$ cat config.mk
export PLATFORM = sky130hd
export DESIGN_NAME = integer_to_ascii_formatter_unit
export DESIGN_NICKNAME = d
export VERILOG_FILES = /design/src/rtl/itaf_pkg.sv /design/src/rtl/itaf_front.sv /design/src/rtl/itaf_queue.sv /design/src/rtl/itaf_back.sv /design/src/rtl/integer_to_ascii_formatter_unit.sv
export SDC_FILE = /design/constraint.sdc
export NUM_CORES = 1
export LEC_CHECK = 0
export BUFFER_PORTS_ARGS = -buffer_cell sky130_fd_sc_hd__buf_2
export CORE_UTILIZATION = 50
export DETAILED_ROUTE_END_ITERATION = 16
export PLACE_DENSITY_LB_ADDON = 0.08
export SYNTH_ARGS = -nofsm -noshare
export SYNTH_HDL_FRONTEND = slang
export SYNTH_SLANG_ARGS = --single-unit
$ cat constraint.sdc
create_clock -name i_clk -period 14.9 [get_ports i_clk]
set_input_delay 2.98 -clock i_clk [delete_from_list [all_inputs] [get_ports i_clk]]
set_output_delay 2.98 -clock i_clk [all_outputs]
set_load 0.005 [all_outputs]
$ cat src/rtl/itaf_pkg.sv
`timescale 1ns / 1ps
package itaf_pkg;

    localparam int VALUE_BITS_DEF = 32;
    localparam int MAX_WIDTH_DEF  = 60;
    localparam int QUEUE_DEPTH    = 2;

    localparam int MAG_W = 32;   // magnitude port width
    localparam int CW    = 6;    // character positions, up to 63 per run

    localparam logic [7:0] CH_SPACE = 8'h20;
    localparam logic [7:0] CH_PLUS  = 8'h2B;
    localparam logic [7:0] CH_MINUS = 8'h2D;
    localparam logic [7:0] CH_ZERO  = 8'h30;
    localparam logic [7:0] CH_UA    = 8'h41;
    localparam logic [7:0] CH_UB    = 8'h42;
    localparam logic [7:0] CH_UX    = 8'h58;
    localparam logic [7:0] CH_LA    = 8'h61;
    localparam logic [7:0] CH_LB    = 8'h62;
    localparam logic [7:0] CH_LX    = 8'h78;

    typedef enum logic [1:0] {
        BS_DEC = 2'd0,
        BS_HEX = 2'd1,
        BS_OCT = 2'd2,
        BS_BIN = 2'd3
    } t_base;

    typedef enum logic [1:0] {
        SG_NONE,
        SG_MINUS,
        SG_PLUS,
        SG_SPACE
    } t_sign;

    typedef enum logic [1:0] {
        PF_NONE,
        PF_ZERO,
        PF_HEX,
        PF_BIN
    } t_pfx;

    typedef struct packed {
        t_base           base;
        logic            upper;
        logic            left;
        logic            zfill;   // zero pad, already cleared when left aligned
        t_sign           sign;
        t_pfx            pfx;
        logic [CW-1:0]   width;   // saturated field width
    } t_ctl;

    typedef enum logic [2:0] {
        BK_IDLE,
        BK_CONV,
        BK_NORM,
        BK_SETUP,
        BK_EMIT
    } t_bstate;

    function automatic logic [7:0] digit_ascii(input logic [3:0] d, input logic upper);
        logic [7:0] base_ch;
        base_ch = upper ? CH_UA : CH_LA;
        if (d < 4'd10) begin
            digit_ascii = CH_ZERO + {4'b0, d};
        end else begin
            digit_ascii = base_ch + {4'b0, d} - 8'd10;
        end
    endfunction

endpackage

$ cat src/rtl/itaf_front.sv
`timescale 1ns / 1ps
module itaf_front #(
    parameter int VALUE_BITS = itaf_pkg::VALUE_BITS_DEF,
    parameter int MAX_WIDTH  = itaf_pkg::MAX_WIDTH_DEF
) (
    input  logic [itaf_pkg::MAG_W-1:0] i_magnitude,
    input  logic                       i_negative,
    input  logic [1:0]                 i_base_select,
    input  logic                       i_upper_case,
    input  logic                       i_left_align,
    input  logic                       i_force_sign,
    input  logic                       i_space_sign,
    input  logic                       i_zero_pad,
    input  logic                       i_alternate_form,
    input  logic [5:0]                 i_field_width,
    output itaf_pkg::t_ctl             o_ctl,
    output logic [VALUE_BITS-1:0]      o_value
);
    import itaf_pkg::*;

    logic  nonzero;
    t_base base;

    assign o_value = VALUE_BITS'(i_magnitude);
    assign nonzero = |o_value;
    assign base    = t_base'(i_base_select);

    always_comb begin
        o_ctl       = '0;
        o_ctl.base  = base;
        o_ctl.upper = i_upper_case;
        o_ctl.left  = i_left_align;
        o_ctl.zfill = i_zero_pad & ~i_left_align;
        o_ctl.width = (i_field_width > CW'(MAX_WIDTH)) ? CW'(MAX_WIDTH) : i_field_width;

        if (i_negative) begin
            o_ctl.sign = SG_MINUS;
        end else if (i_force_sign) begin
            o_ctl.sign = SG_PLUS;
        end else if (i_space_sign) begin
            o_ctl.sign = SG_SPACE;
        end else begin
            o_ctl.sign = SG_NONE;
        end

        // a zero value gets no prefix in any base, only its single 0 digit
        o_ctl.pfx = PF_NONE;
        if (i_alternate_form && nonzero) begin
            case (base)
                BS_HEX:  o_ctl.pfx = PF_HEX;
                BS_BIN:  o_ctl.pfx = PF_BIN;
                BS_OCT:  o_ctl.pfx = PF_ZERO;
                default: o_ctl.pfx = PF_NONE;
            endcase
        end
    end

endmodule

$ cat src/rtl/itaf_queue.sv
`timescale 1ns / 1ps
module itaf_queue #(
    parameter int WIDTH = 8,
    parameter int DEPTH = itaf_pkg::QUEUE_DEPTH
) (
    input  logic             i_clk,
    input  logic             i_rst_n,
    input  logic             i_push,
    input  logic [WIDTH-1:0] i_data,
    input  logic             i_pop,
    output logic             o_full,
    output logic             o_valid,
    output logic [WIDTH-1:0] o_data
);
    localparam int AW = (DEPTH > 1) ? $clog2(DEPTH) : 1;
    localparam int NW = $clog2(DEPTH + 1);

    logic [WIDTH-1:0] r_mem [DEPTH];
    logic [AW-1:0]    r_wptr, r_rptr;
    logic [NW-1:0]    r_count;
    logic             do_push, do_pop;

    assign o_full  = (r_count == NW'(DEPTH));
    assign o_valid = (r_count != '0);
    assign o_data  = r_mem[r_rptr];
    assign do_push = i_push & ~o_full;
    assign do_pop  = i_pop & o_valid;

    always_ff @(posedge i_clk) begin
        if (!i_rst_n) begin
            r_wptr  <= '0;
            r_rptr  <= '0;
            r_count <= '0;
        end else begin
            if (do_push) begin
                r_wptr <= (r_wptr == AW'(DEPTH - 1)) ? '0 : r_wptr + 1'b1;
            end
            if (do_pop) begin
                r_rptr <= (r_rptr == AW'(DEPTH - 1)) ? '0 : r_rptr + 1'b1;
            end
            case ({do_push, do_pop})
                2'b10:   r_count <= r_count + 1'b1;
                2'b01:   r_count <= r_count - 1'b1;
                default: r_count <= r_count;
            endcase
        end
    end

    always_ff @(posedge i_clk) begin
        if (do_push) begin
            r_mem[r_wptr] <= i_data;
        end
    end

endmodule

$ cat src/rtl/itaf_back.sv
`timescale 1ns / 1ps
module itaf_back #(
    parameter int VALUE_BITS = itaf_pkg::VALUE_BITS_DEF
) (
    input  logic                  i_clk,
    input  logic                  i_rst_n,
    input  logic                  i_job_valid,
    input  itaf_pkg::t_ctl        i_ctl,
    input  logic [VALUE_BITS-1:0] i_value,
    output logic                  o_pop,
    output logic                  o_valid,
    output logic [7:0]            o_character,
    output logic                  o_last
);
    import itaf_pkg::*;

    // digit slots per base; the digit register holds the decimal BCD in full
    localparam int NS_BIN = VALUE_BITS;
    localparam int NS_OCT = (VALUE_BITS + 2) / 3;
    localparam int NS_HEX = (VALUE_BITS + 3) / 4;
    localparam int NS_DEC = VALUE_BITS / 3 + 1;
    localparam int DW     = 4 * NS_DEC;
    localparam int SH_BIN = DW - NS_BIN;
    localparam int SH_OCT = DW - 3 * NS_OCT;
    localparam int SH_HEX = DW - 4 * NS_HEX;
    localparam int ITW    = $clog2(VALUE_BITS);

    t_bstate               r_state, n_state;
    t_ctl                  r_ctl, n_ctl;
    logic [DW-1:0]         r_dig, n_dig;
    logic [VALUE_BITS-1:0] r_bin, n_bin;
    logic [ITW-1:0]        r_it, n_it;
    logic [CW-1:0]         r_nd, n_nd;
    logic [CW-1:0]         r_pos, n_pos;
    logic [CW-1:0]         r_bsign, r_bpre, r_bzero, r_bdig, r_btsp, r_blast;
    logic [CW-1:0]         n_bsign, n_bpre, n_bzero, n_bdig, n_btsp, n_blast;

    logic [DW-1:0]         bcd_adj, dig_shift;
    logic [3:0]            top_digit;
    logic [CW-1:0]         s_cnt, p_cnt, body, pad, lspc, zcnt, tspc;

    always_comb begin
        for (int i = 0; i < NS_DEC; i++) begin
            bcd_adj[4*i +: 4] = (r_dig[4*i +: 4] >= 4'd5) ? r_dig[4*i +: 4] + 4'd3
                                                          : r_dig[4*i +: 4];
        end
    end

    always_comb begin
        case (r_ctl.base)
            BS_BIN: begin
                top_digit = {3'b0, r_dig[DW-1]};
                dig_shift = r_dig << 1;
            end
            BS_OCT: begin
                top_digit = {1'b0, r_dig[DW-1 -: 3]};
                dig_shift = r_dig << 3;
            end
            default: begin
                top_digit = r_dig[DW-1 -: 4];
                dig_shift = r_dig << 4;
            end
        endcase
    end

    // field layout
    always_comb begin
        s_cnt = (r_ctl.sign != SG_NONE) ? CW'(1) : '0;
        case (r_ctl.pfx)
            PF_NONE: p_cnt = '0;
            PF_ZERO: p_cnt = CW'(1);
            default: p_cnt = CW'(2);
        endcase
        body = s_cnt + p_cnt + r_nd;
        pad  = (r_ctl.width > body) ? r_ctl.width - body : '0;
        zcnt = r_ctl.zfill ? pad : '0;
        tspc = r_ctl.left ? pad : '0;
        lspc = (r_ctl.left || r_ctl.zfill) ? '0 : pad;
    end

    always_comb begin
        n_state = r_state;
        n_ctl   = r_ctl;
        n_dig   = r_dig;
        n_bin   = r_bin;
        n_it    = r_it;
        n_nd    = r_nd;
        n_pos   = r_pos;
        n_bsign = r_bsign;
        n_bpre  = r_bpre;
        n_bzero = r_bzero;
        n_bdig  = r_bdig;
        n_btsp  = r_btsp;
        n_blast = r_blast;
        o_pop   = 1'b0;

        case (r_state)
            BK_IDLE: begin
                if (i_job_valid) begin
                    o_pop = 1'b1;
                    n_ctl = i_ctl;
                    n_bin = i_value;
                    n_it  = '0;
                    case (i_ctl.base)
                        BS_BIN: begin
                            n_dig   = DW'(i_value) << SH_BIN;
                            n_nd    = CW'(NS_BIN);
                            n_state = BK_NORM;
                        end
                        BS_OCT: begin
                            n_dig   = DW'(i_value) << SH_OCT;
                            n_nd    = CW'(NS_OCT);
                            n_state = BK_NORM;
                        end
                        BS_HEX: begin
                            n_dig   = DW'(i_value) << SH_HEX;
                            n_nd    = CW'(NS_HEX);
                            n_state = BK_NORM;
                        end
                        default: begin
                            n_dig   = '0;
                            n_nd    = CW'(NS_DEC);
                            n_state = BK_CONV;
                        end
                    endcase
                end
            end
            BK_CONV: begin
                // double dabble, one bit per cycle
                n_dig = {bcd_adj[DW-2:0], r_bin[VALUE_BITS-1]};
                n_bin = r_bin << 1;
                n_it  = r_it + 1'b1;
                if (r_it == ITW'(VALUE_BITS - 1)) begin
                    n_state = BK_NORM;
                end
            end
            BK_NORM: begin
                // drop leading zero digits, keep at least one
                if (top_digit == 4'd0 && r_nd != CW'(1)) begin
                    n_dig = dig_shift;
                    n_nd  = r_nd - 1'b1;
                end else begin
                    n_state = BK_SETUP;
                end
            end
            BK_SETUP: begin
                n_bsign = lspc;
                n_bpre  = lspc + s_cnt;
                n_bzero = lspc + s_cnt + p_cnt;
                n_bdig  = lspc + s_cnt + p_cnt + zcnt;
                n_btsp  = lspc + s_cnt + p_cnt + zcnt + r_nd;
                n_blast = lspc + body + zcnt + tspc - 1'b1;
                n_pos   = '0;
                n_state = BK_EMIT;
            end
            BK_EMIT: begin
                n_pos = r_pos + 1'b1;
                if (r_pos >= r_bdig && r_pos < r_btsp) begin
                    n_dig = dig_shift;
                end
                if (r_pos == r_blast) begin
                    n_state = BK_IDLE;
                end
            end
            default: n_state = BK_IDLE;
        endcase
    end

    always_comb begin
        o_valid = (r_state == BK_EMIT);
        o_last  = o_valid && (r_pos == r_blast);
        if (r_pos < r_bsign) begin
            o_character = CH_SPACE;
        end else if (r_pos < r_bpre) begin
            case (r_ctl.sign)
                SG_MINUS: o_character = CH_MINUS;
                SG_PLUS:  o_character = CH_PLUS;
                default:  o_character = CH_SPACE;
            endcase
        end else if (r_pos < r_bzero) begin
            if (r_pos == r_bpre) begin
                o_character = CH_ZERO;
            end else if (r_ctl.pfx == PF_BIN) begin
                o_character = r_ctl.upper ? CH_UB : CH_LB;
            end else begin
                o_character = r_ctl.upper ? CH_UX : CH_LX;
            end
        end else if (r_pos < r_bdig) begin
            o_character = CH_ZERO;
        end else if (r_pos < r_btsp) begin
            o_character = digit_ascii(top_digit, r_ctl.upper);
        end else begin
            o_character = CH_SPACE;
        end
    end

    always_ff @(posedge i_clk) begin
        if (!i_rst_n) begin
            r_state <= BK_IDLE;
        end else begin
            r_state <= n_state;
        end
    end

    always_ff @(posedge i_clk) begin
        r_ctl   <= n_ctl;
        r_dig   <= n_dig;
        r_bin   <= n_bin;
        r_it    <= n_it;
        r_nd    <= n_nd;
        r_pos   <= n_pos;
        r_bsign <= n_bsign;
        r_bpre  <= n_bpre;
        r_bzero <= n_bzero;
        r_bdig  <= n_bdig;
        r_btsp  <= n_btsp;
        r_blast <= n_blast;
    end

endmodule

$ cat src/rtl/integer_to_ascii_formatter_unit.sv
`timescale 1ns / 1ps
// Flow: a queued job is loaded by the back end from idle; decimal values then pass the BCD
//   converter (none for hex/octal/binary), leading zero digits are stripped one at a time,
//   the layout is set, and the characters are strobed out.
// Jobs: the back end takes a new job only when idle, after the last character of the current
//   one; the queue holds further jobs meanwhile. Its BCD converter works one bit per cycle.
// Reset: synchronous, active low; clears queue pointers and back-end state. No stall.
module integer_to_ascii_formatter_unit #(
    parameter int VALUE_BITS = itaf_pkg::VALUE_BITS_DEF,
    parameter int MAX_WIDTH  = itaf_pkg::MAX_WIDTH_DEF
) (
    input  logic                       i_clk,
    input  logic                       i_rst_n,
    input  logic                       start,
    output logic                       busy,
    input  logic [itaf_pkg::MAG_W-1:0] i_magnitude,
    input  logic                       i_negative,
    input  logic [1:0]                 i_base_select,
    input  logic                       i_upper_case,
    input  logic                       i_left_align,
    input  logic                       i_force_sign,
    input  logic                       i_space_sign,
    input  logic                       i_zero_pad,
    input  logic                       i_alternate_form,
    input  logic [5:0]                 i_field_width,
    output logic                       o_valid,
    output logic [7:0]                 o_character,
    output logic                       o_last
);
    import itaf_pkg::*;

    localparam int JW = $bits(t_ctl) + VALUE_BITS;

    // front end: classification of the incoming transaction
    t_ctl                  f_ctl, q_ctl;
    logic [VALUE_BITS-1:0] f_value, q_value;
    logic                  q_full, q_valid, q_pop;
    logic [JW-1:0]         q_data;

    itaf_front #(
        .VALUE_BITS (VALUE_BITS),
        .MAX_WIDTH  (MAX_WIDTH)
    ) u_front (
        .i_magnitude      (i_magnitude),
        .i_negative       (i_negative),
        .i_base_select    (i_base_select),
        .i_upper_case     (i_upper_case),
        .i_left_align     (i_left_align),
        .i_force_sign     (i_force_sign),
        .i_space_sign     (i_space_sign),
        .i_zero_pad       (i_zero_pad),
        .i_alternate_form (i_alternate_form),
        .i_field_width    (i_field_width),
        .o_ctl            (f_ctl),
        .o_value          (f_value)
    );

    // short job queue; busy only while it is full
    itaf_queue #(
        .WIDTH (JW),
        .DEPTH (QUEUE_DEPTH)
    ) u_queue (
        .i_clk   (i_clk),
        .i_rst_n (i_rst_n),
        .i_push  (start & ~q_full),
        .i_data  ({f_ctl, f_value}),
        .i_pop   (q_pop),
        .o_full  (q_full),
        .o_valid (q_valid),
        .o_data  (q_data)
    );

    assign busy    = q_full;
    assign q_ctl   = t_ctl'(q_data[JW-1:VALUE_BITS]);
    assign q_value = q_data[VALUE_BITS-1:0];

    // back end: digit conversion, layout and character output
    itaf_back #(
        .VALUE_BITS (VALUE_BITS)
    ) u_back (
        .i_clk       (i_clk),
        .i_rst_n     (i_rst_n),
        .i_job_valid (q_valid),
        .i_ctl       (q_ctl),
        .i_value     (q_value),
        .o_pop       (q_pop),
        .o_valid     (o_valid),
        .o_character (o_character),
        .o_last      (o_last)
    );

    // a run of characters is contiguous until its last one
    a_run_contiguous: assert property (@(posedge i_clk) disable iff (!i_rst_n)
        o_valid && !o_last |=> o_valid)
        else $error("character run broken before last");

    // the back end returns to idle between runs
    a_gap_after_last: assert property (@(posedge i_clk) disable iff (!i_rst_n)
        o_valid && o_last |=> !o_valid)
        else $error("new run started without idle cycle");

    // only printable characters of the formatter's set are produced
    a_char_range: assert property (@(posedge i_clk) disable iff (!i_rst_n)
        o_valid |-> (o_character >= CH_SPACE && o_character <= CH_LX))
        else $error("character outside formatter set");

endmodule

==> summary.md, run 1 <==
| Metric | Value |
|---|---|
| Area of the core | 0.0282 mm² |
| Drt pass-1 iters | 5 |
| YS warnings | 0 |
| Clock latency at the later pin of the worst-skew pair | 0.55 ns |
| Crit-path max FO | 12 |
| Final Skew | 0.0226 ns |
| Die area | 0.0296 mm² |
| Top-Level Pins | 61 |
| Max-cap violations | 0 |
| Slew Limit Headroom | 26.2% |
| Final nets | 1514 |
| Worst Path Arrival | 7.83 ns |
| Reg2reg setup slack | 7.34 ns |
| Layout filler cell count | 2374 |
| Worst Max-Slew Pin Slew | 1.11 ns |
| CTS sink count | 246 |
| CTS Buffer Depth | 3 |
| First-pass GRT wire length | 50200 µm |
| Avg Cell Area, Syn | 10.9 µm² |
| Die Ht | 172 µm |
| # DRC | 0 |
| Worst Hold Class | reg -> reg |
| Mapped Nets | 1478 |
| Cell Area, Synth | 0.0145 mm² |
| Worst path slowest cell | edfxtp_1 |
| DRT iter0 DRCs | 813 |
| WL/cell | 18.1 µm |
| Final min period | 7.56 ns |
| Synth Register Bits | 246 |
| Setup_tns | 0 ns |
| Post-CTS Setup Inserts | 0 |
| Critical Path Sink Type | flip-flop |
| Status | completed |
| RSZ-0062 raised after global routing | no |
| Slowest stage delay, CP | 0.55 ns |
| Crit-path most repeated cell | ha_1 |
| Share of cells above drive strength 1 | 11.0% |
| Register area | 0.00731 mm² |
| Multi-input gate area | 0.00656 mm² |
| Post-Synthesis Cells | 1325 |
| Top_reg_cell synth | edfxtp_1 |
| Final period util | 50.7% |
| Final WL | 31900 µm |
| CTS tree | built |
| Area growth syn-to-layout | 10.7% |
| Post-CTS Hold Buffers | 0 |
| Max Clock Freq | 0.132 GHz |
| Placed cell area | 0.0151 mm² |
| FP Rows | 61 |
| Pin count of the biggest net entering global routing | 92 |
| CTS buffer count | 27 |
| Share of synthesized registers carrying an async set or reset | 0% |
| DP HPWL | 22200 µm |
| Initial antenna violation count | 0 |
| CTS clock-pin slew for the worst setup and hold paths | 0.06 ns |
| Hold Violations, Final | 0 |
| Commonest non-fill, non-tap cell in the layout | edfxtp_1 |
| Setup CP Type | reg -> reg |
| Sequential share of the synthesized area | 50.5% |
| Vias per cell | 5.73 |
| CTS-repair resized insts | 0 |
| CTS H-Tree Depth | 1 |
| EDFF count, synth | 238 |
| Overall routing resource usage | 21.8% |
| Global route overflow | 0 |
| Root Buffer | clkbuf_16 |
| Pre-CTS setup slack | 7.43 ns |
| Routability cong. | 0.876 |
| Vias in the first global route | 9129 |
| Design Area, Final | 0.0160 mm² |
| Number of diodes | 0 |
| Port Buffers | 59 |
| Initial Util | 51.4% |
| Worst setup SP type | flip-flop |
| Via count | 10.1k |
| Final slew viol count | 0 |
| Final ANT Viol Nets | 0 |
| Worst Path Buf+Inv | 2 |
| Crit-path leading delay family | adder cells |
| Setup-failing EPs final | 0 |
| Setup WS post-layout | 7.34 ns |
| Post-synth cell types | 73 |
| Worst path required time | 15.18 ns |
| Die X | 172 µm |
| Commonest cells after routing, fill and taps aside | edfxtp_1, inv_1, a21oi_1, nor2_1, ha_1 |
Yosys cell counts (14+ instances only):
| cell type | number | area, µm² |
|---|---|---|
| clkbuf_1 | 49 | 184 |
| mux2_2 | 14 | 158 |
| o22ai_1 | 42 | 263 |
| nor3b_1 | 17 | 128 |
| mux2i_1 | 58 | 581 |
| a21o_1 | 26 | 195 |
| o211ai_1 | 26 | 195 |
| xnor2_1 | 45 | 394 |
| edfxtp_1 | 238 | 7150 |
| ha_1 | 90 | 1130 |
| nor2_1 | 102 | 383 |
| o21ai_0 | 63 | 315 |
| nand2b_1 | 27 | 169 |
| inv_1 | 105 | 394 |
| xor2_1 | 20 | 175 |
| a21oi_1 | 105 | 526 |
| o221ai_1 | 24 | 210 |
| a211oi_1 | 14 | 105 |
| nand3_1 | 15 | 75.1 |
| nand2_1 | 87 | 327 |
through the flow:
step,hold slack [ns],cells,util (%)
floorplan,0.504,1325,-
global placement,0.528,1710,53.7
global route,0.559,1760,56.9
finish,0.547,1760,56.9
CTS,0.549,1760,56.9
detailed placement,0.532,1710,53.7
state kept, by name, summed over array words and instances (netlist names), named ones only:
| name | cells |
|---|---|
| u_queue.r_mem | 94 |
| u_queue.r_rptr | 1 |
| u_back.r_state | 3 |
| u_back.r_btsp | 6 |
| u_back.r_blast | 6 |
| u_back.r_bsign | 6 |
| u_back.r_nd | 6 |
| u_back.r_bdig | 6 |
| u_back.r_bpre | 6 |
| u_back.r_bin | 32 |
| u_back.r_ctl | 15 |
| u_back.r_dig | 44 |
| u_back.r_it | 5 |
| u_back.r_bzero | 6 |
| u_queue.r_count | 2 |
| u_back.r_pos | 6 |
| u_queue.r_wptr | 1 |
layer usage:
metal / global-route usage, % / wire length [µm]
met5: 0 / 0
met4: 3.96 / 355
met3: 3.00 / 1850
met2: 29.0 / 12800
met1: 36.9 / 16900
layout make-up:
cell class / instances / share of cell area [%]
clock buffer: 31 / 4.31
clock inverter: 19 / 1.27
inverter: 105 / 2.46
multi-input combinational: 909 / 41.0
sequential: 246 / 45.6
tap: 378 / 2.95
timing repair buffer: 72 / 2.45
worst reg2reg max path: cells and delay by family (launching register included):
kind	cells	cell delay, ns
adders and majority gates	8	2.70
AOI/OAI and AO/OA	11	1.94
and+or+nand+nor	5	1.16
xor gates and xnor gates	5	0.81
DFF	1	0.55
buffers and inverters	2	0.14
worst paths after layout:
| path | start | to | depth (start not counted) |
|---|---|---|---|
| worst min-delay path | u_queue.r_mem[0][36] | u_back.r_ctl[4] | 1 |
| worst max register to register | u_back.r_ctl[7] | u_back.r_btsp[5] | 31 |
| worst max-delay path | u_back.r_ctl[7] | u_back.r_btsp[5] | 31 |
| worst min register to register | u_queue.r_mem[0][36] | u_back.r_ctl[4] | 1 |
kinds of logic (layout without fill, tap and decap cells):
group,count (synthesis),after routing,share of synthesized area [%]
compound gates,342,342,15.2
simple gates,323,323,10.8
flops,246,246,50.5
buf+inv,170,227,4.50
fa+ha+maj,104,104,9.65
mux,72,72,5.10
xor+xnor,67,67,4.21
other cells,1,1,0.0259
Power of run 1 is left out: the tool's default activity adds up to more than one toggle a clock period on the data nets, which glitch-free logic cannot reach.
==> run 2: changes to the inputs <==
ABC_AREA = 1   (was not set)
clock period = 6.4 ns   (was 14.9 ns; I/O delays follow)
==> run 2 against run 1 <==
Net effect:
- synthesized area decreased by 0.69%
- first-iteration DRC count increased by 8.5%
- cell count increased by 14%
- cell area increased by 0.65%
- core utilization increased by 0.68 points
- global-route usage increased by 1.5 points
- fmax increased by 26%
- clock-buffer cell count increased by 7
==> summary.md, run 2 <==
| Metric | Value |
|---|---|
| Status | completed |
| Area of the core | 0.0280 mm² (-0.54%) |
| Worst Max-Slew Pin Slew | 1.03 ns (-0.0780 ns) |
| Top post-synthesis cells by area | edfxtp_1, nand2_1, ha_1 |
| Worst Hold Class | reg -> reg |
| Die Ht | 172 µm (-0.34%) |
| DP HPWL | 23100 µm (+4.3%) |
| Final period util | 93.8% (+43 points) |
| Top Registers | u_queue.r_mem: 94 flops, u_back.r_dig: 44 flops, u_back.r_bin: 32 flops |
| FP Rows | 61 (unchanged) |
| R2r worst-path depth | 36 (+16%) |
| Worst setup SP type | flip-flop |
| Number of diodes | 0 (unchanged) |
| DRT iter0 DRCs | 882 (+8.5%) |
| Worst path slowest cell | fa_1 |
| CTS Buffer Depth | 3 (unchanged) |
| Final Skew | 0.0124 ns (-0.0101 ns) |
| Worst Path Arrival | 6.31 ns (-1.52 ns) |
| Drt pass-1 iters | 5 (unchanged) |
| Routability cong. | 0.873 (-0.39%) |
| Worst path required time | 6.71 ns (-8.47 ns) |
| Cell Area, Synth | 0.0144 mm² (-0.69%) |
| Max Clock Freq | 0.167 GHz (+26%) |
| Slew Limit Headroom | 31.4% (+5.2 points) |
| # DRC | 0 (unchanged) |
| Post-synth top area cell | edfxtp_1 |
| Post-Synthesis Cells | 1547 (+17%) |
| CTS tree | built |
| EDFF count, synth | 238 (unchanged) |
| RSZ-0062 raised after global routing | no |
| Setup CP Type | reg -> reg |
| Commonest cells post-synth | nand2_1, edfxtp_1, inv_1 |
| Design Area, Final | 0.0161 mm² (+0.65%) |
| Vias in the first global route | 10.2k (+12%) |
| Vias per cell | 5.47 (-4.5%) |
| Top reg by flops | u_queue.r_mem |
| Initial antenna violation count | 0 (unchanged) |
| Slowest stage delay, CP | 0.38 ns (-0.17 ns) |
| Port Buffers | 59 (unchanged) |
| Top_reg_cell synth | edfxtp_1 |
| Synth Register Bits | 246 (unchanged) |
| Sequential share of the synthesized area | 50.8% (+0.35 points) |
| Mapped Nets | 1700 (+15%) |
| Final WL | 33400 µm (+4.5%) |
| Max reg flops | 94 (unchanged) |
| Post-synth cell types | 46 (-37%) |
| Commonest cells after routing, fill and taps aside | nand2_1, edfxtp_1, inv_1, o21ai_0 |
| Layout filler cell count | 2454 (+3.4%) |
| Top cell type's share of synthesized area | 49.7% (+0.34 points) |
| YS warnings | 0 (unchanged) |
| Final ANT Viol Nets | 0 (unchanged) |
| WL/cell | 16.6 µm (-8.4%) |
| Crit-path max FO | 12 (unchanged) |
| Root Buffer | clkbuf_16 |
| CTS sink count | 246 (unchanged) |
| Via count | 11.0k (+8.9%) |
| Area growth syn-to-layout | 12.2% |
| CTS clock-pin slew for the worst setup and hold paths | 0.06 ns (about the same) |
| First-pass GRT wire length | 53700 µm (+6.8%) |
| CTS buffer count | 28 (+3.7%) |
| Setup-failing EPs final | 0 (unchanged) |
| Share of synthesized registers carrying an async set or reset | 0% (unchanged) |
| Clock latency at the later pin of the worst-skew pair | 0.55 ns (about the same) |
| Initial Util | 51.3% (-0.077 points) |
| Placed cell area | 0.0151 mm² (about the same) |
| Critical Path Sink Type | flip-flop |
| WHS Path Cells | 1 (unchanged) |
| Final hold slack | 0.456 ns (-0.0911 ns) |
| Max-cap violations | 0 (unchanged) |
| Setup_tns | 0 ns (unchanged) |
| Die area | 0.0294 mm² (-0.68%) |
| Share of cells above drive strength 1 | 11.0% (-0.017 points) |
| Commonest non-fill, non-tap cell in the layout | nand2_1 |
| Global route overflow | 0 (unchanged) |
| Avg Cell Area, Syn | 9.29 µm² (-15%) |
| Die X | 172 µm (-0.34%) |
| Final min period | 6.00 ns (-1.56 ns) |
| Top-Level Pins | 61 (unchanged) |
| Post-layout util | 57.6% (+0.68 points) |
| Cell with the most instances after synthesis | nand2_1 |
| Overall routing resource usage | 23.3% (+1.5 points) |
| Pin count of the biggest net entering global routing | 87 (-5.4%) |
| CTS H-Tree Depth | 1 (unchanged) |
| Hold Violations, Final | 0 (unchanged) |
| Final slew viol count | 0 (unchanged) |
| Final nets | 1762 (+16%) |
## run 2: cell types whose count changed in the layout (fill, tap and decap cells not counted), sizes merged, moves of 15 or more
cell	before	now
a21o	27	5
nand2b	27	0
xnor2	46	10
o21ai	63	106
nand2	87	349
inv	106	235
a21oi	105	71
nor3b	17	2
mux2i	58	2
o2111ai	0	22
o221ai	24	0
nand3	15	66
## run 2: critical path: cells and delay by family, from the launching register on
family,cells,cell delay [ns]
xor gates and xnor gates,4,0.76
DFF,1,0.35
and+or+nand+nor,12,1.28
adders and majority gates,8,2.15
buffers and inverters,7,0.56
AOI/OAI and AO/OA,5,0.70
## run 2: routing by layer
metal / global-route usage [%] / share of wire [%] / vias to the layer above
li1: - / - / 5472
met1: 37.6 / 52 / 5144
met2: 32.9 / 41 / 333
met3: 3.15 / 5.7 / 36
met4: 4.70 / 1.3 / 0
met5: 0 / 0 / -
## run 2: worst paths after layout
| kind | from | endpoint | slack (ns) |
|---|---|---|---|
| max | u_back.r_ctl[8] | u_back.r_btsp[5] | 0.40 |
| min | u_queue.r_rptr | u_queue.r_rptr | 0.46 |
| max reg2reg | u_back.r_ctl[8] | u_back.r_btsp[5] | 0.40 |
| min reg2reg | u_queue.r_rptr | u_queue.r_rptr | 0.46 |
## run 2: kinds of logic after synthesis
| group | Yosys count | synth area share, % |
|---|---|---|
| compound gates | 316 | 13.4 |
| xor+xnor | 28 | 1.71 |
| fa+ha+maj | 103 | 9.64 |
| buf+inv | 291 | 7.74 |
| flops | 246 | 50.8 |
| mux | 2 | 0.139 |
| other cells | 1 | 0.0261 |
| simple gates | 560 | 16.5 |
## run 2: area by class of cell
class / instances / area [µm²] / share of cell area, %
Multi-Input combinational cell: 1010 / 6060 / 37.6
Sequential cell: 246 / 7310 / 45.3
Clock buffer: 38 / 779 / 4.83
Tap cell: 378 / 473 / 2.93
Inverter: 237 / 890 / 5.52
Timing Repair Buffer: 86 / 498 / 3.09
Clock inverter: 13 / 119 / 0.737
## run 2: per-stage QoR
stage | std cells | setup slack [ns]
floorplan | 1547 | 0.458
global placement | 1952 | 0.209
detailed placement | 1952 | -0.00838
CTS | 2003 | 0.0794
global route | 2008 | 0.00367
finish | 2008 | 0.398
## run 2: what timing repair did
item / CTS / global route
setup buffers: 0 / 5
setup endpoints to repair: 1 / 2
hold buffers: 0 / 0
pin swaps: 0 / 4
gates resized for setup: 1 / 10
Power of run 2 is left out for the same reason.
